===== src/sv/mtf_pkg.sv =====
package mtf_pkg;

  localparam int TABLE_ENTRIES = 64;
  localparam int MAX_RESULTS   = 64;
  localparam int SLOT_W        = $clog2(TABLE_ENTRIES);
  localparam int CNT_W         = SLOT_W + 1;
  localparam int RES_CNT_W     = $clog2(MAX_RESULTS + 1);
  localparam int ID_W          = 32;
  localparam int IP_W          = 32;
  localparam int DEST_SLOT_W   = 6;
  localparam int IN_DATA_W     = 64;
  localparam int OUT_DATA_W    = 40;
  localparam int OUT_PAD_W     = OUT_DATA_W - IP_W - DEST_SLOT_W;

  typedef enum logic [3:0] {
    ST_IDLE   = 4'b0001,
    ST_SEARCH = 4'b0010,
    ST_UPDATE = 4'b0100,
    ST_FANOUT = 4'b1000
  } state_t;

  typedef struct packed {
    logic              en;
    logic              claim;
    logic [SLOT_W-1:0] slot;
    logic [ID_W-1:0]   id;
    logic [IP_W-1:0]   ip;
  } tbl_wr_t;

endpackage


===== src/sv/member_table_fanout_unit.sv =====
// Flow: an accepted word is searched over one scan of the table, registered in the
// update state, then fanned out over a second scan of the table plus output stalls.
// Throughput: a new word is accepted only in idle, after the fan-out of the last one ends,
// so each word takes two scans of the table memory.
// Reset: rst_n synchronous active low; clears all used bits, no clearing pass needed.
module member_table_fanout_unit import mtf_pkg::*; (
  input  logic                  clk,
  input  logic                  rst_n,
  input  logic                  in_tvalid,
  output logic                  in_tready,
  input  logic [IN_DATA_W-1:0]  in_tdata,   // [31:0] src_id, [63:32] source_ip
  output logic                  out_tvalid,
  input  logic                  out_tready,
  output logic [OUT_DATA_W-1:0] out_tdata,  // [31:0] dest_ip, [37:32] dest_slot, [39:38] zero
  output logic                  out_tlast   // last_dest
);

  state_t                   state_r, state_nxt;
  logic [CNT_W-1:0]         addr_r, addr_nxt;
  logic                     chk_v_r, chk_v_nxt;
  logic [SLOT_W-1:0]        chk_slot_r, chk_slot_nxt;
  logic                     match_v_r, match_v_nxt;
  logic [SLOT_W-1:0]        match_slot_r, match_slot_nxt;
  logic                     free_v_r, free_v_nxt;
  logic [SLOT_W-1:0]        free_slot_r, free_slot_nxt;
  logic                     pend_v_r, pend_v_nxt;
  logic [IP_W-1:0]          pend_ip_r, pend_ip_nxt;
  logic [SLOT_W-1:0]        pend_slot_r, pend_slot_nxt;
  logic [RES_CNT_W-1:0]     qual_cnt_r, qual_cnt_nxt;
  logic                     out_v_r, out_v_nxt;
  logic [IP_W-1:0]          out_ip_r, out_ip_nxt;
  logic [SLOT_W-1:0]        out_slot_r, out_slot_nxt;
  logic                     out_last_r, out_last_nxt;
  logic [ID_W-1:0]          id_r;
  logic [IP_W-1:0]          src_r;

  logic                     rd_en;
  logic [ID_W-1:0]          rd_id;
  logic [IP_W-1:0]          rd_ip;
  logic [TABLE_ENTRIES-1:0] used;
  tbl_wr_t                  wr;
  logic                     in_acc;
  logic                     issuing;
  logic                     out_free;
  logic                     chk_used;
  logic                     qual;
  logic                     stall;

  mtf_table u_table (
    .clk     (clk),
    .rst_n   (rst_n),
    .rd_en   (rd_en),
    .rd_addr (addr_r[SLOT_W-1:0]),
    .rd_id   (rd_id),
    .rd_ip   (rd_ip),
    .wr      (wr),
    .used    (used)
  );

  assign in_tready = (state_r == ST_IDLE);
  assign in_acc    = in_tvalid && in_tready;
  assign issuing   = (addr_r < CNT_W'(TABLE_ENTRIES));
  assign out_free  = !out_v_r || out_tready;
  assign chk_used  = used[chk_slot_r];
  assign qual      = (state_r == ST_FANOUT) && chk_v_r && chk_used && (rd_ip != src_r) &&
                     (qual_cnt_r < RES_CNT_W'(MAX_RESULTS));
  assign stall     = qual && pend_v_r && !out_free;
  assign rd_en     = ((state_r == ST_SEARCH) || ((state_r == ST_FANOUT) && !stall)) && issuing;

  always_comb begin
    wr          = '0;
    wr.slot     = match_v_r ? match_slot_r : free_slot_r;
    wr.id       = id_r;
    wr.ip       = src_r;
    if (state_r == ST_UPDATE) begin
      wr.en    = match_v_r || free_v_r;
      wr.claim = !match_v_r;
    end
  end

  always_comb begin
    state_nxt      = state_r;
    addr_nxt       = addr_r;
    chk_v_nxt      = chk_v_r;
    chk_slot_nxt   = chk_slot_r;
    match_v_nxt    = match_v_r;
    match_slot_nxt = match_slot_r;
    free_v_nxt     = free_v_r;
    free_slot_nxt  = free_slot_r;
    pend_v_nxt     = pend_v_r;
    pend_ip_nxt    = pend_ip_r;
    pend_slot_nxt  = pend_slot_r;
    qual_cnt_nxt   = qual_cnt_r;
    out_v_nxt      = out_v_r && !out_tready;
    out_ip_nxt     = out_ip_r;
    out_slot_nxt   = out_slot_r;
    out_last_nxt   = out_last_r;
    case (state_r)
      ST_IDLE: begin
        if (in_acc) begin
          state_nxt   = ST_SEARCH;
          addr_nxt    = '0;
          chk_v_nxt   = 1'b0;
          match_v_nxt = 1'b0;
          free_v_nxt  = 1'b0;
        end
      end
      ST_SEARCH: begin
        chk_v_nxt    = issuing;
        chk_slot_nxt = addr_r[SLOT_W-1:0];
        if (issuing) begin
          addr_nxt = addr_r + 1'b1;
        end
        if (chk_v_r) begin
          if (chk_used && (rd_id == id_r) && !match_v_r) begin
            match_v_nxt    = 1'b1;
            match_slot_nxt = chk_slot_r;
          end
          if (!chk_used && !free_v_r) begin
            free_v_nxt    = 1'b1;
            free_slot_nxt = chk_slot_r;
          end
        end
        if (!issuing && !chk_v_r) begin
          state_nxt = ST_UPDATE;
        end
      end
      ST_UPDATE: begin
        state_nxt    = ST_FANOUT;
        addr_nxt     = '0;
        chk_v_nxt    = 1'b0;
        pend_v_nxt   = 1'b0;
        qual_cnt_nxt = '0;
      end
      ST_FANOUT: begin
        if (!stall) begin
          chk_v_nxt    = issuing;
          chk_slot_nxt = addr_r[SLOT_W-1:0];
          if (issuing) begin
            addr_nxt = addr_r + 1'b1;
          end
          if (qual) begin
            qual_cnt_nxt  = qual_cnt_r + 1'b1;
            pend_v_nxt    = 1'b1;
            pend_ip_nxt   = rd_ip;
            pend_slot_nxt = chk_slot_r;
            if (pend_v_r) begin
              out_v_nxt    = 1'b1;
              out_ip_nxt   = pend_ip_r;
              out_slot_nxt = pend_slot_r;
              out_last_nxt = 1'b0;
            end
          end
        end
        if (!issuing && !chk_v_r) begin
          if (!pend_v_r) begin
            state_nxt = ST_IDLE;
          end else if (out_free) begin
            out_v_nxt    = 1'b1;
            out_ip_nxt   = pend_ip_r;
            out_slot_nxt = pend_slot_r;
            out_last_nxt = 1'b1;
            pend_v_nxt   = 1'b0;
            state_nxt    = ST_IDLE;
          end
        end
      end
      default: begin
        state_nxt = ST_IDLE;
      end
    endcase
  end

  always_ff @(posedge clk) begin
    if (!rst_n) begin
      state_r  <= ST_IDLE;
      addr_r   <= '0;
      chk_v_r  <= 1'b0;
      match_v_r <= 1'b0;
      free_v_r <= 1'b0;
      pend_v_r <= 1'b0;
      qual_cnt_r <= '0;
      out_v_r  <= 1'b0;
    end else begin
      state_r  <= state_nxt;
      addr_r   <= addr_nxt;
      chk_v_r  <= chk_v_nxt;
      match_v_r <= match_v_nxt;
      free_v_r <= free_v_nxt;
      pend_v_r <= pend_v_nxt;
      qual_cnt_r <= qual_cnt_nxt;
      out_v_r  <= out_v_nxt;
    end
  end

  always_ff @(posedge clk) begin
    chk_slot_r   <= chk_slot_nxt;
    match_slot_r <= match_slot_nxt;
    free_slot_r  <= free_slot_nxt;
    pend_ip_r    <= pend_ip_nxt;
    pend_slot_r  <= pend_slot_nxt;
    out_ip_r     <= out_ip_nxt;
    out_slot_r   <= out_slot_nxt;
    out_last_r   <= out_last_nxt;
    if (in_acc) begin
      id_r  <= in_tdata[ID_W-1:0];
      src_r <= in_tdata[ID_W +: IP_W];
    end
  end

  assign out_tvalid = out_v_r;
  assign out_tdata  = {OUT_PAD_W'(0), DEST_SLOT_W'(out_slot_r), out_ip_r};
  assign out_tlast  = out_last_r;

endmodule


===== src/sv/mtf_table.sv =====
module mtf_table import mtf_pkg::*; (
  input  logic                     clk,
  input  logic                     rst_n,
  input  logic                     rd_en,
  input  logic [SLOT_W-1:0]        rd_addr,
  output logic [ID_W-1:0]          rd_id,
  output logic [IP_W-1:0]          rd_ip,
  input  tbl_wr_t                  wr,
  output logic [TABLE_ENTRIES-1:0] used
);

  logic [ID_W-1:0]          id_mem [TABLE_ENTRIES];
  logic [IP_W-1:0]          ip_mem [TABLE_ENTRIES];
  logic [TABLE_ENTRIES-1:0] used_r;
  logic [ID_W-1:0]          rd_id_r;
  logic [IP_W-1:0]          rd_ip_r;

  always_ff @(posedge clk) begin
    if (wr.en) begin
      ip_mem[wr.slot] <= wr.ip;
      if (wr.claim) begin
        id_mem[wr.slot] <= wr.id;
      end
    end
    if (rd_en) begin
      rd_id_r <= id_mem[rd_addr];
      rd_ip_r <= ip_mem[rd_addr];
    end
  end

  always_ff @(posedge clk) begin
    if (!rst_n) begin
      used_r <= '0;
    end else if (wr.en && wr.claim) begin
      used_r[wr.slot] <= 1'b1;
    end
  end

  assign rd_id = rd_id_r;
  assign rd_ip = rd_ip_r;
  assign used  = used_r;

endmodule


===== config.mk =====
export PLATFORM = sky130hd
export DESIGN_NAME = member_table_fanout_unit
export DESIGN_NICKNAME = d
export VERILOG_FILES = /design/src/sv/mtf_pkg.sv /design/src/sv/member_table_fanout_unit.sv /design/src/sv/mtf_table.sv
export SDC_FILE = /design/constraint.sdc
export NUM_CORES = 2
export LEC_CHECK = 0
export ABC_AREA = 0
export BUFFER_PORTS_ARGS = -buffer_cell sky130_fd_sc_hd__buf_2
export CORE_ASPECT_RATIO = 1.25
export CORE_MARGIN = 5
export CORE_UTILIZATION = 45
export DETAILED_ROUTE_END_ITERATION = 7
export PLACE_DENSITY = 0.59
export SLEW_MARGIN = 5
export SYNTH_ARGS = -nofsm -noshare
export SYNTH_HDL_FRONTEND = slang
export SYNTH_SLANG_ARGS = --single-unit

===== constraint.sdc =====
create_clock -name clk -period 6.2 [get_ports clk]
set_clock_uncertainty 0.15 [all_clocks]
set_input_delay 0.31 -clock clk [delete_from_list [all_inputs] [get_ports clk]]
set_output_delay 0.31 -clock clk [all_outputs]
set_load 0.02 [all_outputs]

==> impl_metrics.toml <==
[outcome]
status = "finished, violations left"
violations = "max-capacitance violations"

[global_route]
grt_max_degree = 95
antenna_found_initial = 19
grt-ovfl-total = 0
grt_pass1_wl_mm = 610
grt_usage_pct = 22.4
grt_pass1_vias = 78100

[clock_tree]
clk_latency_ns = 0.98
cts.sinks = 4406
htreeDepth = 5
path_clk_slew_ns = 0.06
root_buffer = "clkbuf_16"
post_cts_resized = 0
tritoncts = "yes"
cts_max_path_buffers = 4
cts_buffers = 430

[detailed_routing]
drt_wl_total_mm = 435
routedWlPerCell_um = 34.5
first_iter_violations = 8729
dr_wl_met3_mm = 29.7
drc = 0
met1Wirelength_mm = 165
drt_first_pass_iters = 6
top_layer = "met5"
ant_nets = 0
num_vias = 75900
post_drt_via_cell_ratio = 6.04
met2_length_mm = 225

[job]
drv_cap = 1

[power]
power.density_nw_per_um2 = 320
irDropWorstVdd_mv = 0.276
p_seq_share_pct = 54.0
switching_share_pct = 20.4
leakagePower_nw = 57.0
switchingPower_w = 0.0125
power_frac_comb_pct = 3.0
internal_power_w = 0.0488
p_clk_share_pct = 43.0

[timing]
tightestPinTransition_ns = 1.48
slew_violations = 0
hold_ws_ns = 0.0480
max_freq_mhz = 212
fin_tns_setup_ns = 0
timing.final.ws_setup_ns = 1.48
fin_crit_sh_pct = 76.1
slew_headroom_pct = 0.211
post-route-min-period_ns = 4.72
rsz0062_at_grt = "false"
setup_violations = 0
finalHoldViolCount = 0

[floorplanning]
row_count = 250
io-pin-count = 111
fp.coreArea_sq_um = 370000
initial_core_util_pct = 45.1
die-area_sq_um = 383000
fp.dieW_um = 555
die_h_um = 691

[critical_path]
cp-end-kind = "flip-flop"
path_class = "reg2reg"
cpPeakStageDelay_ns = 1.31
critical_path_arrival_ns = 5.18
critPathMaxFanout = 65
cpMostUsedCell = "buf_4"
path_cells = "buf_4 > xnor2_1 > nand4_1 > nor4_1 > buf_4 > nand3_1 > nor4_4"
path_buf_inv = 2
cp.required_ns = 6.66
slowest_stage = "nor4_1"
path_delay_family = "simple AND/OR/NAND/NOR gates"
critPathLaunchType = "flip-flop"

[finish]
fin_nets = 7356
drive_above_1_share_pct = 33.9
post-route-cell-area_sq_um = 191000
area_growth_pct = 14.7
final_cell_count_no_fill = 12600
n_fill_cell = 28400

[yosys]
synth_area_per_cell_sq_um = 25.0
synth_edf_count = 4319
synthArstFlopShare_pct = 0
ys.flop_type = "edfxtp_1"
ys_seq_area_share_pct = 78.8
ys_ff_latch = 4406
synth_cell_type_count = 60
syn_inst = 6675
mappedNetlistArea_sq_um = 167000
yosys_warnings = 0

[placement]
place.gp.congestion = 0.815
dp_hpwl_mm = 254
place_inst = 11700
place_area_sq_um = 176000
port_buffers = 108
dp_slack_ns = 1.17

[hold_path]
min_path_type = "in2reg"
## cell usage in the layout (no fill, tap or decap), types with 15 or more instances in the layout
cell type | synthesis | final
clkinv_2 | 0 | 70
nor2_4 | 0 | 108
mux2_2 | 25 | 25
nor2_1 | 185 | 77
mux4_2 | 1356 | 1356
mux2_4 | 20 | 20
bufinv_16 | 0 | 50
clkbuf_1 | 244 | 88
xnor2_1 | 53 | 53
dlygate4sd3_1 | 0 | 112
dfxtp_1 | 87 | 81
buf_2 | 10 | 108
nor3_2 | 0 | 16
buf_12 | 0 | 44
edfxtp_1 | 4319 | 4319
clkbuf_16 | 0 | 439
nand2_1 | 28 | 28
clkinvlp_4 | 0 | 16
buf_4 | 4 | 267
nand4_1 | 15 | 15
clkinv_1 | 0 | 101
o21a_1 | 38 | 38
## cell families after synthesis
| kind of cell | after synthesis | share of synthesized area, % |
|---|---|---|
| AO/OA/AOI/OAI | 95 | 0.414 |
| XOR/XNOR | 67 | 0.352 |
| adder cells (fa/ha/maj) | 2 | 0.0150 |
| buffers and inverters | 365 | 0.860 |
| flip-flops | 4406 | 78.8 |
| multiplexers | 1407 | 18.7 |
| other | 1 | 0.00225 |
| AND/OR/NAND/NOR | 332 | 0.925 |
## power by group through the flow
| stage | clock network (W) | logic, W | registers [W] |
|---|---|---|---|
| CTS | 0.0268 | 0.00186 | 0.0331 |
| global route | 0.0280 | 0.00195 | 0.0331 |
| finish | 0.0264 | 0.00183 | 0.0331 |
| global placement | 0 | 0.00173 | 0.0338 |
| detailed placement | 0 | 0.00180 | 0.0338 |
| floorplan | 0 | 0.000706 | 0.0341 |
## state kept, by name, indices dropped and copies added (netlist names), 7 cells and up
signal,cells
pend_ip_r,32
u_table.ip_mem,2048
id_r,32
qual_cnt_r,7
u_table.id_mem,2048
u_table.used,64
out_ip_r,32
addr_r,7
u_table.rd_ip,32
src_r,32
u_table.rd_id,32
## final cells by class
cell class | instances | area, sq um | share of cell area (%)
antenna | 9 | 22.5 | 0.0118
clock buffer | 533 | 11400 | 5.95
clock inverter | 267 | 2830 | 1.48
inverter | 12 | 50.0 | 0.0261
multi-input combinational | 1905 | 35000 | 18.3
sequential | 4406 | 131000 | 68.7
tap | 4914 | 6150 | 3.21
timing repair buffer | 531 | 4550 | 2.38
## worst paths after layout
kind,startpoint,cells after the start,slack (ns),end
worst max register to register,id_r[11],7,1.48,match_slot_r[3]
worst min-delay path,in_tdata[41],2,0.05,src_r[9]
worst min register to register,u_table.rd_ip[1],0,0.32,pend_ip_r[1]
worst max-delay path,id_r[11],7,1.48,match_slot_r[3]
## through the flow
| step | utilization (%) | power [W] |
|---|---|---|
| 5_1_grt | 51.7 | 0.0631 |
| 3_5_place_dp | 47.5 | 0.0356 |
| 4_1_cts | 51.7 | 0.0618 |
| 2_1_floorplan | - | 0.0348 |
| 6_report | 51.7 | 0.0613 |
| 3_3_place_gp | 47.5 | 0.0355 |
## layer usage
layer	global-route usage [%]	vias up
met4	6.72	2
met2	38.6	3091
met3	3.91	629
met1	29.5	42000
li1	-	30200
met5	0	-
## Yosys cell counts, types with 3 or more instances
master       n  area, sq um
a21bo_2      4         40.0
a21oi_1     13         65.1
nand2b_1    12         75.1
nand4_1     15         93.8
inv_1       12         45.0
a31oi_1      8         50.1
or3_1       10         62.6
buf_1       91          342
and2_1       6         37.5
edfxtp_1  4319       130000
nor4_1      11         68.8
mux2i_1      6         60.1
o22ai_1      3         18.8
buf_2       10         50.1
mux2_2      25          282
xor2_1      14          123
o21a_1      38          285
xnor2_1     53          464
nor3b_1      3         22.5
nand2_1     28          105
nor2b_1      6         37.5
nor3_1      22          110
o221ai_1     3         26.3
buf_4        4         30.0
mux2_4      20          300
nor2_1     185          694
nand3_1     10         50.1
clkbuf_1   244          916
o32ai_1      3         26.3
dfxtp_1     87         1740
or2_2       14         87.6
mux4_2    1356        30500
o21ai_0      4         20.0
## timing repair
action | in CTS | in global routing
hold buffers | 112 | 0
hold endpoints to repair | 115 | 0
setup buffers | 0 | 0
Note: power is estimated with default switching activity, not from simulation.
